File: src/hw/rtl/dmarb_pkg.sv
// Shared types, codes and helpers for the DMA register bank.
`timescale 1ns / 1ps
`default_nettype none

package dmarb_pkg;

  localparam int IRQ_CH_W = 7;

  typedef enum logic [1:0] {
    KIND_READ  = 2'd0,
    KIND_WRITE = 2'd1,
    KIND_DONE  = 2'd2
  } kind_t;

  typedef enum logic [2:0] {
    TGT_BASE  = 3'd0,
    TGT_BLOCK = 3'd1,
    TGT_CHAN  = 3'd2,
    TGT_DMA   = 3'd3,
    TGT_IRQ   = 3'd4
  } tgt_t;

  localparam logic [1:0] SYNC_ONESHOT = 2'd0;
  localparam logic [1:0] SYNC_PACED   = 2'd1;
  localparam logic [1:0] SYNC_LIST    = 2'd2;
  localparam logic [1:0] SYNC_KEEP    = 2'd3;

  // One input word as it sits in the stage register
  typedef struct packed {
    logic [1:0]  kind;
    logic [2:0]  target;
    logic [2:0]  channel;
    logic [31:0] wdata;
  } item_t;

  // Stored state of one channel
  typedef struct packed {
    logic        dir;
    logic        step;
    logic        chop;
    logic [1:0]  sync;
    logic [2:0]  dma_win;
    logic [2:0]  cpu_win;
    logic        en;
    logic        trig;
    logic [1:0]  spare;
    logic [23:0] base;
    logic [15:0] bsize;
    logic [15:0] bcount;
  } chan_t;

  // Summary of the addressed channel after the word is applied
  typedef struct packed {
    logic        active;
    logic        dir;
    logic        step;
    logic [1:0]  sync;
    logic [31:0] words;
  } chan_info_t;

  function automatic logic irq_status(input logic force_bit, input logic master,
                                      input logic [IRQ_CH_W-1:0] flags,
                                      input logic [IRQ_CH_W-1:0] enables);
    irq_status = force_bit | (master & (|(flags & enables)));
  endfunction

endpackage

`default_nettype wire

File: src/hw/rtl/dmarb_chan_regs.sv
// Per-channel register file with update, readback and channel summary.
`timescale 1ns / 1ps
`default_nettype none

module dmarb_chan_regs
  import dmarb_pkg::*;
#(
  parameter int NUM_CHANNELS = 7
) (
  input  wire logic       clk,
  input  wire logic       rst_n,
  input  wire item_t      item,
  input  wire logic       we,
  output logic [31:0]     rd_data,
  output chan_info_t      info
);

  chan_t chan_r [NUM_CHANNELS];
  chan_t cur;
  chan_t chan_nxt;
  logic  hit;

  // Select the addressed channel
  always_comb begin
    cur = '0;
    hit = 1'b0;
    for (int i = 0; i < NUM_CHANNELS; i++) begin
      if (item.channel == 3'(i)) begin
        cur = chan_r[i];
        hit = 1'b1;
      end
    end
  end

  // Apply a write or a done event to the addressed channel
  always_comb begin
    chan_nxt = cur;
    case (item.kind)
      KIND_WRITE: begin
        case (item.target)
          TGT_BASE: chan_nxt.base = item.wdata[23:0];
          TGT_BLOCK: begin
            chan_nxt.bsize  = item.wdata[15:0];
            chan_nxt.bcount = item.wdata[31:16];
          end
          TGT_CHAN: begin
            chan_nxt.dir  = item.wdata[0];
            chan_nxt.step = item.wdata[1];
            chan_nxt.chop = item.wdata[8];
            if (item.wdata[10:9] != SYNC_KEEP) begin
              chan_nxt.sync    = item.wdata[10:9];
              chan_nxt.dma_win = item.wdata[18:16];
              chan_nxt.cpu_win = item.wdata[22:20];
              chan_nxt.en      = item.wdata[24];
              chan_nxt.trig    = item.wdata[28];
              chan_nxt.spare   = item.wdata[30:29];
            end
          end
          default: ;
        endcase
      end
      KIND_DONE: begin
        chan_nxt.en   = 1'b0;
        chan_nxt.trig = 1'b0;
      end
      default: ;
    endcase
  end

  // Write back the addressed channel
  always_ff @(posedge clk) begin
    if (!rst_n) begin
      for (int i = 0; i < NUM_CHANNELS; i++) chan_r[i] <= '0;
    end else if (we) begin
      for (int i = 0; i < NUM_CHANNELS; i++) begin
        if (item.channel == 3'(i)) chan_r[i] <= chan_nxt;
      end
    end
  end

  // Read the current contents of a channel register
  always_comb begin
    rd_data = '0;
    if (hit) begin
      case (item.target)
        TGT_BASE:  rd_data = {8'b0, cur.base};
        TGT_BLOCK: rd_data = {cur.bcount, cur.bsize};
        TGT_CHAN:  rd_data = {1'b0, cur.spare, cur.trig, 3'b0, cur.en, 1'b0, cur.cpu_win,
                              1'b0, cur.dma_win, 5'b0, cur.sync, cur.chop, 6'b0,
                              cur.step, cur.dir};
        default:   rd_data = '0;
      endcase
    end
  end

  // Summarize the channel as it stands after the word
  always_comb begin
    info = '0;
    if (hit) begin
      info.active = chan_nxt.en & ((chan_nxt.sync != SYNC_ONESHOT) | chan_nxt.trig);
      info.dir    = chan_nxt.dir;
      info.step   = chan_nxt.step;
      info.sync   = chan_nxt.sync;
      case (chan_nxt.sync)
        SYNC_ONESHOT: info.words = {16'b0, chan_nxt.bsize};
        SYNC_PACED:   info.words = 32'(chan_nxt.bsize) * 32'(chan_nxt.bcount);
        default:      info.words = '0;
      endcase
    end
  end

endmodule

`default_nettype wire

File: src/hw/rtl/dmarb_irq_regs.sv
// Interrupt register: force, enables, master enable and pending flags.
`timescale 1ns / 1ps
`default_nettype none

module dmarb_irq_regs
  import dmarb_pkg::*;
#(
  parameter int NUM_CHANNELS = 7
) (
  input  wire logic   clk,
  input  wire logic   rst_n,
  input  wire item_t  item,
  input  wire logic   we,
  output logic [31:0] rd_data,
  output logic        status_now,
  output logic        status_nxt
);

  logic [5:0]          spare_r, spare_nxt;
  logic                force_r, force_nxt;
  logic [IRQ_CH_W-1:0] en_r, en_nxt;
  logic                master_r, master_nxt;
  logic [IRQ_CH_W-1:0] flags_r, flags_nxt;
  logic                ch_ok;

  assign ch_ok = item.channel < 3'(NUM_CHANNELS);

  // Compute the register after the word
  always_comb begin
    spare_nxt  = spare_r;
    force_nxt  = force_r;
    en_nxt     = en_r;
    master_nxt = master_r;
    flags_nxt  = flags_r;
    case (item.kind)
      KIND_WRITE: begin
        if (item.target == TGT_IRQ) begin
          spare_nxt  = item.wdata[5:0];
          force_nxt  = item.wdata[15];
          en_nxt     = item.wdata[22:16];
          master_nxt = item.wdata[23];
          flags_nxt  = flags_r & ~item.wdata[30:24];
        end
      end
      KIND_DONE: begin
        if (ch_ok) flags_nxt = flags_r | (en_r & (IRQ_CH_W'(1) << item.channel));
      end
      default: ;
    endcase
  end

  // Hold or advance the register
  always_ff @(posedge clk) begin
    if (!rst_n) begin
      spare_r  <= '0;
      force_r  <= 1'b0;
      en_r     <= '0;
      master_r <= 1'b0;
      flags_r  <= '0;
    end else if (we) begin
      spare_r  <= spare_nxt;
      force_r  <= force_nxt;
      en_r     <= en_nxt;
      master_r <= master_nxt;
      flags_r  <= flags_nxt;
    end
  end

  assign status_now = irq_status(force_r, master_r, flags_r, en_r);
  assign status_nxt = irq_status(force_nxt, master_nxt, flags_nxt, en_nxt);
  assign rd_data    = {status_now, flags_r, master_r, en_r, force_r, 9'b0, spare_r};

endmodule

`default_nettype wire

File: src/hw/rtl/dma_register_bank_irq.sv
// Top level of the DMA register bank: stage register, register files, result register.
// A word accepted into the stage register moves on into the result register when it advances.
// Throughput: one word per cycle; a stalled full result register stalls the input that cycle.
// The multiply for request-mode transfer size sits between stage and result register.
// Reset (rst_n low, synchronous) clears the register bank and drops both valids.
`timescale 1ns / 1ps
`default_nettype none

module dma_register_bank_irq
  import dmarb_pkg::*;
#(
  parameter int NUM_CHANNELS = 7
) (
  input  wire logic        clk,
  input  wire logic        rst_n,
  input  wire logic        in_valid,
  output logic             in_stall,
  input  wire logic [1:0]  in_kind,
  input  wire logic [2:0]  in_target,
  input  wire logic [2:0]  in_channel,
  input  wire logic [31:0] in_write_data,
  output logic             out_valid,
  input  wire logic        out_stall,
  output logic [31:0]      out_read_data,
  output logic             out_irq_line,
  output logic             out_irq_rise,
  output logic             out_channel_active,
  output logic [31:0]      out_transfer_words,
  output logic             out_direction_from_ram,
  output logic             out_step_down,
  output logic [1:0]       out_sync_mode
);

  logic        s1_v_r, s1_v_nxt;
  item_t       s1_item_r;
  logic        advance;
  logic        accept;
  logic [31:0] dma_ctl_r;
  logic [31:0] chan_rd;
  logic [31:0] irq_rd;
  logic        st_now, st_nxt;
  chan_info_t  info;
  logic [31:0] rd_sel;
  logic        out_v_r;

  // Move the word from the stage register into the result register
  assign advance  = s1_v_r & (~out_v_r | ~out_stall);
  assign in_stall = s1_v_r & ~advance;
  assign accept   = in_valid & ~in_stall;
  assign s1_v_nxt = accept | (s1_v_r & ~advance);

  always_ff @(posedge clk) begin
    if (!rst_n) begin
      s1_v_r <= 1'b0;
    end else begin
      s1_v_r <= s1_v_nxt;
    end
  end

  always_ff @(posedge clk) begin
    if (accept) begin
      s1_item_r <= '{kind: in_kind, target: in_target, channel: in_channel,
                     wdata: in_write_data};
    end
  end

  dmarb_chan_regs #(
    .NUM_CHANNELS (NUM_CHANNELS)
  ) u_chan (
    .clk     (clk),
    .rst_n   (rst_n),
    .item    (s1_item_r),
    .we      (advance),
    .rd_data (chan_rd),
    .info    (info)
  );

  dmarb_irq_regs #(
    .NUM_CHANNELS (NUM_CHANNELS)
  ) u_irq (
    .clk        (clk),
    .rst_n      (rst_n),
    .item       (s1_item_r),
    .we         (advance),
    .rd_data    (irq_rd),
    .status_now (st_now),
    .status_nxt (st_nxt)
  );

  // Hold the DMA control word
  always_ff @(posedge clk) begin
    if (!rst_n) begin
      dma_ctl_r <= '0;
    end else if (advance && s1_item_r.kind == KIND_WRITE && s1_item_r.target == TGT_DMA) begin
      dma_ctl_r <= s1_item_r.wdata;
    end
  end

  // Pick the read value
  always_comb begin
    rd_sel = '0;
    if (s1_item_r.kind == KIND_READ) begin
      case (s1_item_r.target)
        TGT_DMA: rd_sel = dma_ctl_r;
        TGT_IRQ: rd_sel = irq_rd;
        default: rd_sel = chan_rd;
      endcase
    end
  end

  // Result register
  always_ff @(posedge clk) begin
    if (!rst_n) begin
      out_v_r <= 1'b0;
    end else if (advance) begin
      out_v_r <= 1'b1;
    end else if (!out_stall) begin
      out_v_r <= 1'b0;
    end
  end

  always_ff @(posedge clk) begin
    if (advance) begin
      out_read_data          <= rd_sel;
      out_irq_line           <= st_nxt;
      out_irq_rise           <= st_nxt & ~st_now;
      out_channel_active     <= info.active;
      out_transfer_words     <= info.words;
      out_direction_from_ram <= info.dir;
      out_step_down          <= info.step;
      out_sync_mode          <= info.sync;
    end
  end

  assign out_valid = out_v_r;

endmodule

`default_nettype wire

File: config.mk
export PLATFORM = sky130hd
export DESIGN_NAME = dma_register_bank_irq
export DESIGN_NICKNAME = d
export VERILOG_FILES = /design/src/hw/rtl/dmarb_pkg.sv /design/src/hw/rtl/dmarb_chan_regs.sv /design/src/hw/rtl/dmarb_irq_regs.sv /design/src/hw/rtl/dma_register_bank_irq.sv
export SDC_FILE = /design/constraint.sdc
export NUM_CORES = 2
export LEC_CHECK = 0
export ABC_AREA = 1
export BUFFER_PORTS_ARGS = -buffer_cell sky130_fd_sc_hd__buf_2
export CORE_ASPECT_RATIO = 0.5
export CORE_MARGIN = 2
export CORE_UTILIZATION = 51
export CTS_BUF_LIST = sky130_fd_sc_hd__clkbuf_4 sky130_fd_sc_hd__clkbuf_8 sky130_fd_sc_hd__clkbuf_16
export DETAILED_ROUTE_END_ITERATION = 10
export PLACE_DENSITY = 0.67
export SYNTH_ARGS = -nofsm -noshare
export SYNTH_HDL_FRONTEND = slang
export SYNTH_SLANG_ARGS = --single-unit
File: constraint.sdc
create_clock -name clk -period 28.6 [get_ports clk]
set_clock_uncertainty 0.2 [all_clocks]
set_input_delay 2.86 -clock clk [delete_from_list [all_inputs] [get_ports clk]]
set_output_delay 2.86 -clock clk [all_outputs]
set_load 0.03 [all_outputs]
### Word level (Yosys, flattened, before mapping)

Memory sizes are Yosys's and may differ from the RTL's.
Index checks and enable logic that the tools add are counted.

* memory bits (read-only): 0
* RAM bits: 497
* output and inout port bits: 73
* flip-flop bits (word level): 167
* latch bits: 0
* memories: 1
* input bits: 44

* divide/modulo/power cells: 0
* magnitude comparators: 1
* equal/unequal tests: 15
* shift-type cells: 1
* muxes and demuxes: 71
* $add $sub $neg: 0
* bitwise operators: 30
* reductions and logical operators: 10
* multiply operators: 1

Memories
* u_chan.chan_r: words 7, width 71, read ports 7, clocked after Yosys merged registers in 0, write ports 7, line dmarb_chan_regs.sv:18 `chan_t chan_r [NUM_CHANNELS];`

Operators with widths (count)
* $mux 71: 14
* $pmux 32 s2: 2
* $pmux 32 s3: 1
* $mux 32: 2
* $mux 58: 1
* $mux 1: 41
* $mul 16x16->32: 1
* $and 7x7->7: 4
* $mux 7: 4
* $mux 24: 1
* $mux 15: 1
* $pmux 7 s2: 1
* $reduce_or 7->1: 2
* $eq 3x2->1 const B: 4
* $eq 3x3->1 const B: 4
* $mux 12: 1
* $or 1x1->1: 12
* $mux 11: 1
* $and 1x1->1: 7
* $not 7->7: 1
* $or 7x7->7: 1
* $shl 1x3->7 const A: 1
* $eq 3x1->1 const B: 2
* $logic_not 3->1: 2
* 11 further kinds: 18

### Logic depth before layout (Yosys ltp)

* depth after elaboration: 14
* gate-level depth with buffers: 39

### Cells and area by module

Synthesis repeated with hierarchy kept, for this count alone.

* cells, all modules: 4240
* area, all modules: 39650.5 µm²

Modules (own cells, without submodules)
* dmarb_chan_regs: sequential area each 14924.3 µm², area an instance 32170.9 µm², times used 1, cells an instance 3454
* dma_register_bank_irq: sequential area each 4013.8 µm², area an instance 6008.3 µm², times used 1, cells an instance 561
* dmarb_irq_regs: sequential area each 440.4 µm², area an instance 1471.4 µm², times used 1, cells an instance 225

### Worst setup path before layout

No wires, ideal clock.

* kind: input-to-reg
* start: input port out_stall
* end: memory u_chan.chan_r[6][0] (netlist bit) (enable)
* setup slack: 17.166 ns
* stages: 7
* required time: 27.802 ns
* buffers on the path: 2
* library setup time: 0.598 ns
* data arrival time: 10.636 ns
* path through: nand2_1 -> inv_1 -> nor2_2 -> inv_1 -> buf_2 -> clkbuf_1 -> o21ai_0

RTL lines
* from (decl): line dma_register_bank_irq.sv:23 `input wire logic out_stall,`
* to (decl): line dmarb_chan_regs.sv:18

### Worst setup path in the final report

* start: register s1_item_r[33] (netlist bit)
* end: register out_transfer_words[31] (data pin)

* word-level cells in the longest chain between the ends: 13

RTL lines
* from (decl): line dma_register_bank_irq.sv:35 `item_t s1_item_r;`
* from (signal assigned): line dma_register_bank_irq.sv:62 `s1_item_r <= '{kind: in_kind, target: in_target, channel: in_channel,`
* parallel branches: the longest is 13 deep, another holds $mul 16x16->32
* to (signal assigned): line dma_register_bank_irq.sv:128 `out_transfer_words <= info.words;`
* to (decl): line dma_register_bank_irq.sv:28 `output logic [31:0] out_transfer_words,`

Parallel ways; which one is timed is not known.
A chain may end at the register's enable or synchronous reset.

==> results.toml <==
[die]
die-width_um = 390
dieArea_sq_um = 77000
rows = 70
die_h_um = 197
num_io_pins = 117
start_util = 0.518
coreArea_sq_um = 73500

[grt]
grtUsageTotal = 0.309
grt_pass1_wl_um = 178000
grt_pass1_vias = 28700
grt_max_degree = 64
overflow = 0
antenna_found_initial = 1

[cells_and_area]
nNetsFinal = 4416
fin_area_sq_um = 41500
utilization = 0.565
instances_no_fill = 5095
syn2layout_area_growth_pct = 8.96
post_route_cells_drive_above_1_share = 0.102
layout_commonest_cell = "nand2_1"
mostFrequentLayoutCells = "nand2_1, nor2_1, edfxtp_1"

[place]
placedInstanceArea_sq_um = 39400
portBuffers = 116
dp_cells = 4981
globalplace.congestion = 1.01
hpwl_um = 76500

[drt]
viasPerCell = 5.80
ant_nets = 0
vias = 29600
wl_per_cell_um = 23.2
drc = 0
drt_iter0_markers = 3979
postRouteWirelength_um = 118000
firstDrtPassIters = 9

[flow_run]
drv_cap = 0

[timing]
finalCriticalPeriod_ps = 9790
maxSlewHeadroom = 0.171
fmax_mhz = 102
rsz0062_at_grt = "false"
tns_ps = 0
report.final.slew_viol_count = 0
tightest_slew_ps = 1240
fin_crit_sh = 0.342
finalSetupViolCount = 0
finalHoldViolCount = 0

[critical_path]
cp_data_required_time_ps = 28770
cp.arrival_ps = 9970
cp_slowest_cell = "buf_4"
cpMostUsedCell = "fa_1"
startpoint_type = "flip-flop"
critical_path_class = "flip-flop to flip-flop"
end_kind = "flip-flop"
worstPathMaxFanout = 63
slowest_delay_ps = 830

[pwr]
max-vdd-ir-drop_v = 0.0000836
power.density_nw_per_um2 = 75.2
clkPwrFrac = 0.280
p_int_mw = 1.96
p_comb_frac = 0.356
switching_share = 0.372
leakagePower_nw = 17.4
switching_power_mw = 1.16
power_frac_seq = 0.364

[logic_synthesis]
synth_area_sq_um = 38100
ys_ff_latch = 664
synth-async-reset-ratio = 0
synth_top_flop_cell = "edfxtp_1"
synth_cell_types = 51
synth.avg_cell_area_sq_um = 9.41
syn_inst = 4046
seq_area_frac_synth = 0.509
yosysWarningCount = 0
synth_edf_count = 608
syn_nets = 4391

[cts]
clockRootBuffer = "clkbuf_16"
clockBufferDepth = 3
post_cts_buffers = 0
h-tree-depth = 2
clk_latency_ps = 690
clk_pin_slew_ps = 80
numCtsBuffers = 60
ctsHoldBuffers = 0
cts_tree = "yes"
cts_resized = 0
clock_sinks = 664

[run_status]
outcome = "finished, final reports clean"

[hold_path]
hold_path.class = "flip-flop to flip-flop"
## sequential cells by signal, indices dropped and copies added, names as in the netlist
name                    count
out_step_down               1
u_irq.force_r               1
out_transfer_words         32
u_irq.flags_r               7
out_channel_active          1
out_read_data              32
u_irq.en_r                  7
u_chan.chan_r             497
u_irq.master_r              1
s1_v_r                      1
out_irq_line                1
s1_item_r                  40
out_sync_mode               2
out_direction_from_ram      1
u_irq.spare_r               6
out_valid                   1
out_irq_rise                1
dma_ctl_r                  32
## layout make-up
type,instances,area [sq um]
Fill cell,6384,32000
Sequential cell,664,19400
Multi-Input combinational cell,2664,15800
Inverter,504,1900
Clock buffer,76,1660
Tap cell,972,1220
Timing Repair Buffer,177,1040
Clock inverter,37,443
Antenna cell,1,2.50
## logic make-up after synthesis
group,synth area share
buf+inv,0.0779
xor+xnor,0.00483
flops,0.509
fa+ha+maj,0.137
compound gates,0.0621
simple gates,0.209
## synthesized netlist by cell type (10+ instances only)
library cell	n	share of area
a21oi_1	183	0.024
a21oi_2	15	0.0035
buf_2	85	0.011
buf_4	18	0.0035
buf_6	12	0.0035
clkbuf_1	91	0.0090
dfxtp_1	56	0.029
edfxtp_1	608	0.48
fa_1	194	0.10
ha_1	107	0.035
inv_1	474	0.047
inv_2	26	0.0026
nand2_1	854	0.084
nand3_1	169	0.022
nand4_1	101	0.017
nor2_1	741	0.073
nor3_1	14	0.0018
o21ai_0	135	0.018
o21bai_2	10	0.0030
or2_2	36	0.0059
xor2_1	15	0.0035
## power groups by stage
stage / logic (mW) / registers [mW] / clock network, mW
floorplan: 0.748 / 1.17 / 0
global placement: 1.09 / 1.15 / 0
detailed placement: 1.09 / 1.16 / 0
CTS: 1.10 / 1.14 / 0.876
global route: 1.25 / 1.14 / 0.913
finish: 1.11 / 1.14 / 0.875
## metrics by stage
stage | setup slack, ps | hold slack (ps) | total power, mW
after floorplan | 17170 | 225 | 1.92
after global placement | 18620 | 234 | 2.24
after detailed placement | 19120 | 245 | 2.25
after CTS | 19000 | 255 | 3.11
after global routing | 18370 | 276 | 3.30
final | 18810 | 255 | 3.12
## final timing paths
path / to / slack (ps) / startpoint / cells after the start
worst max-delay path: out_transfer_words[31]$_SDFFCE_PN0P_ / 18810 / s1_item_r[33]$_DFFE_PP_ / 29
worst min-delay path: dma_ctl_r[16]$_SDFFE_PN0P_ / 250 / dma_ctl_r[16]$_SDFFE_PN0P_ / 2
worst max register to register: out_transfer_words[31]$_SDFFCE_PN0P_ / 18810 / s1_item_r[33]$_DFFE_PP_ / 29
worst min register to register: dma_ctl_r[16]$_SDFFE_PN0P_ / 250 / dma_ctl_r[16]$_SDFFE_PN0P_ / 2
## critical path, delay by kind of cell, from the launching register on
kind                       cells  cell delay [ps]
xor gates and xnor gates       1              150
adders and majority gates      7             3250
buffers and inverters          8             2350
DFF                            1              670
and+or+nand+nor               13             2820
## per-layer routing
metal	GRT usage	up-vias	part of all wire
met5	0	-	0
met1	0.433	14400	0.40
li1	-	13100	-
met3	0.0618	305	0.12
met2	0.480	1730	0.45
met4	0.113	0	0.040
Power figures use the tool's default switching activity.
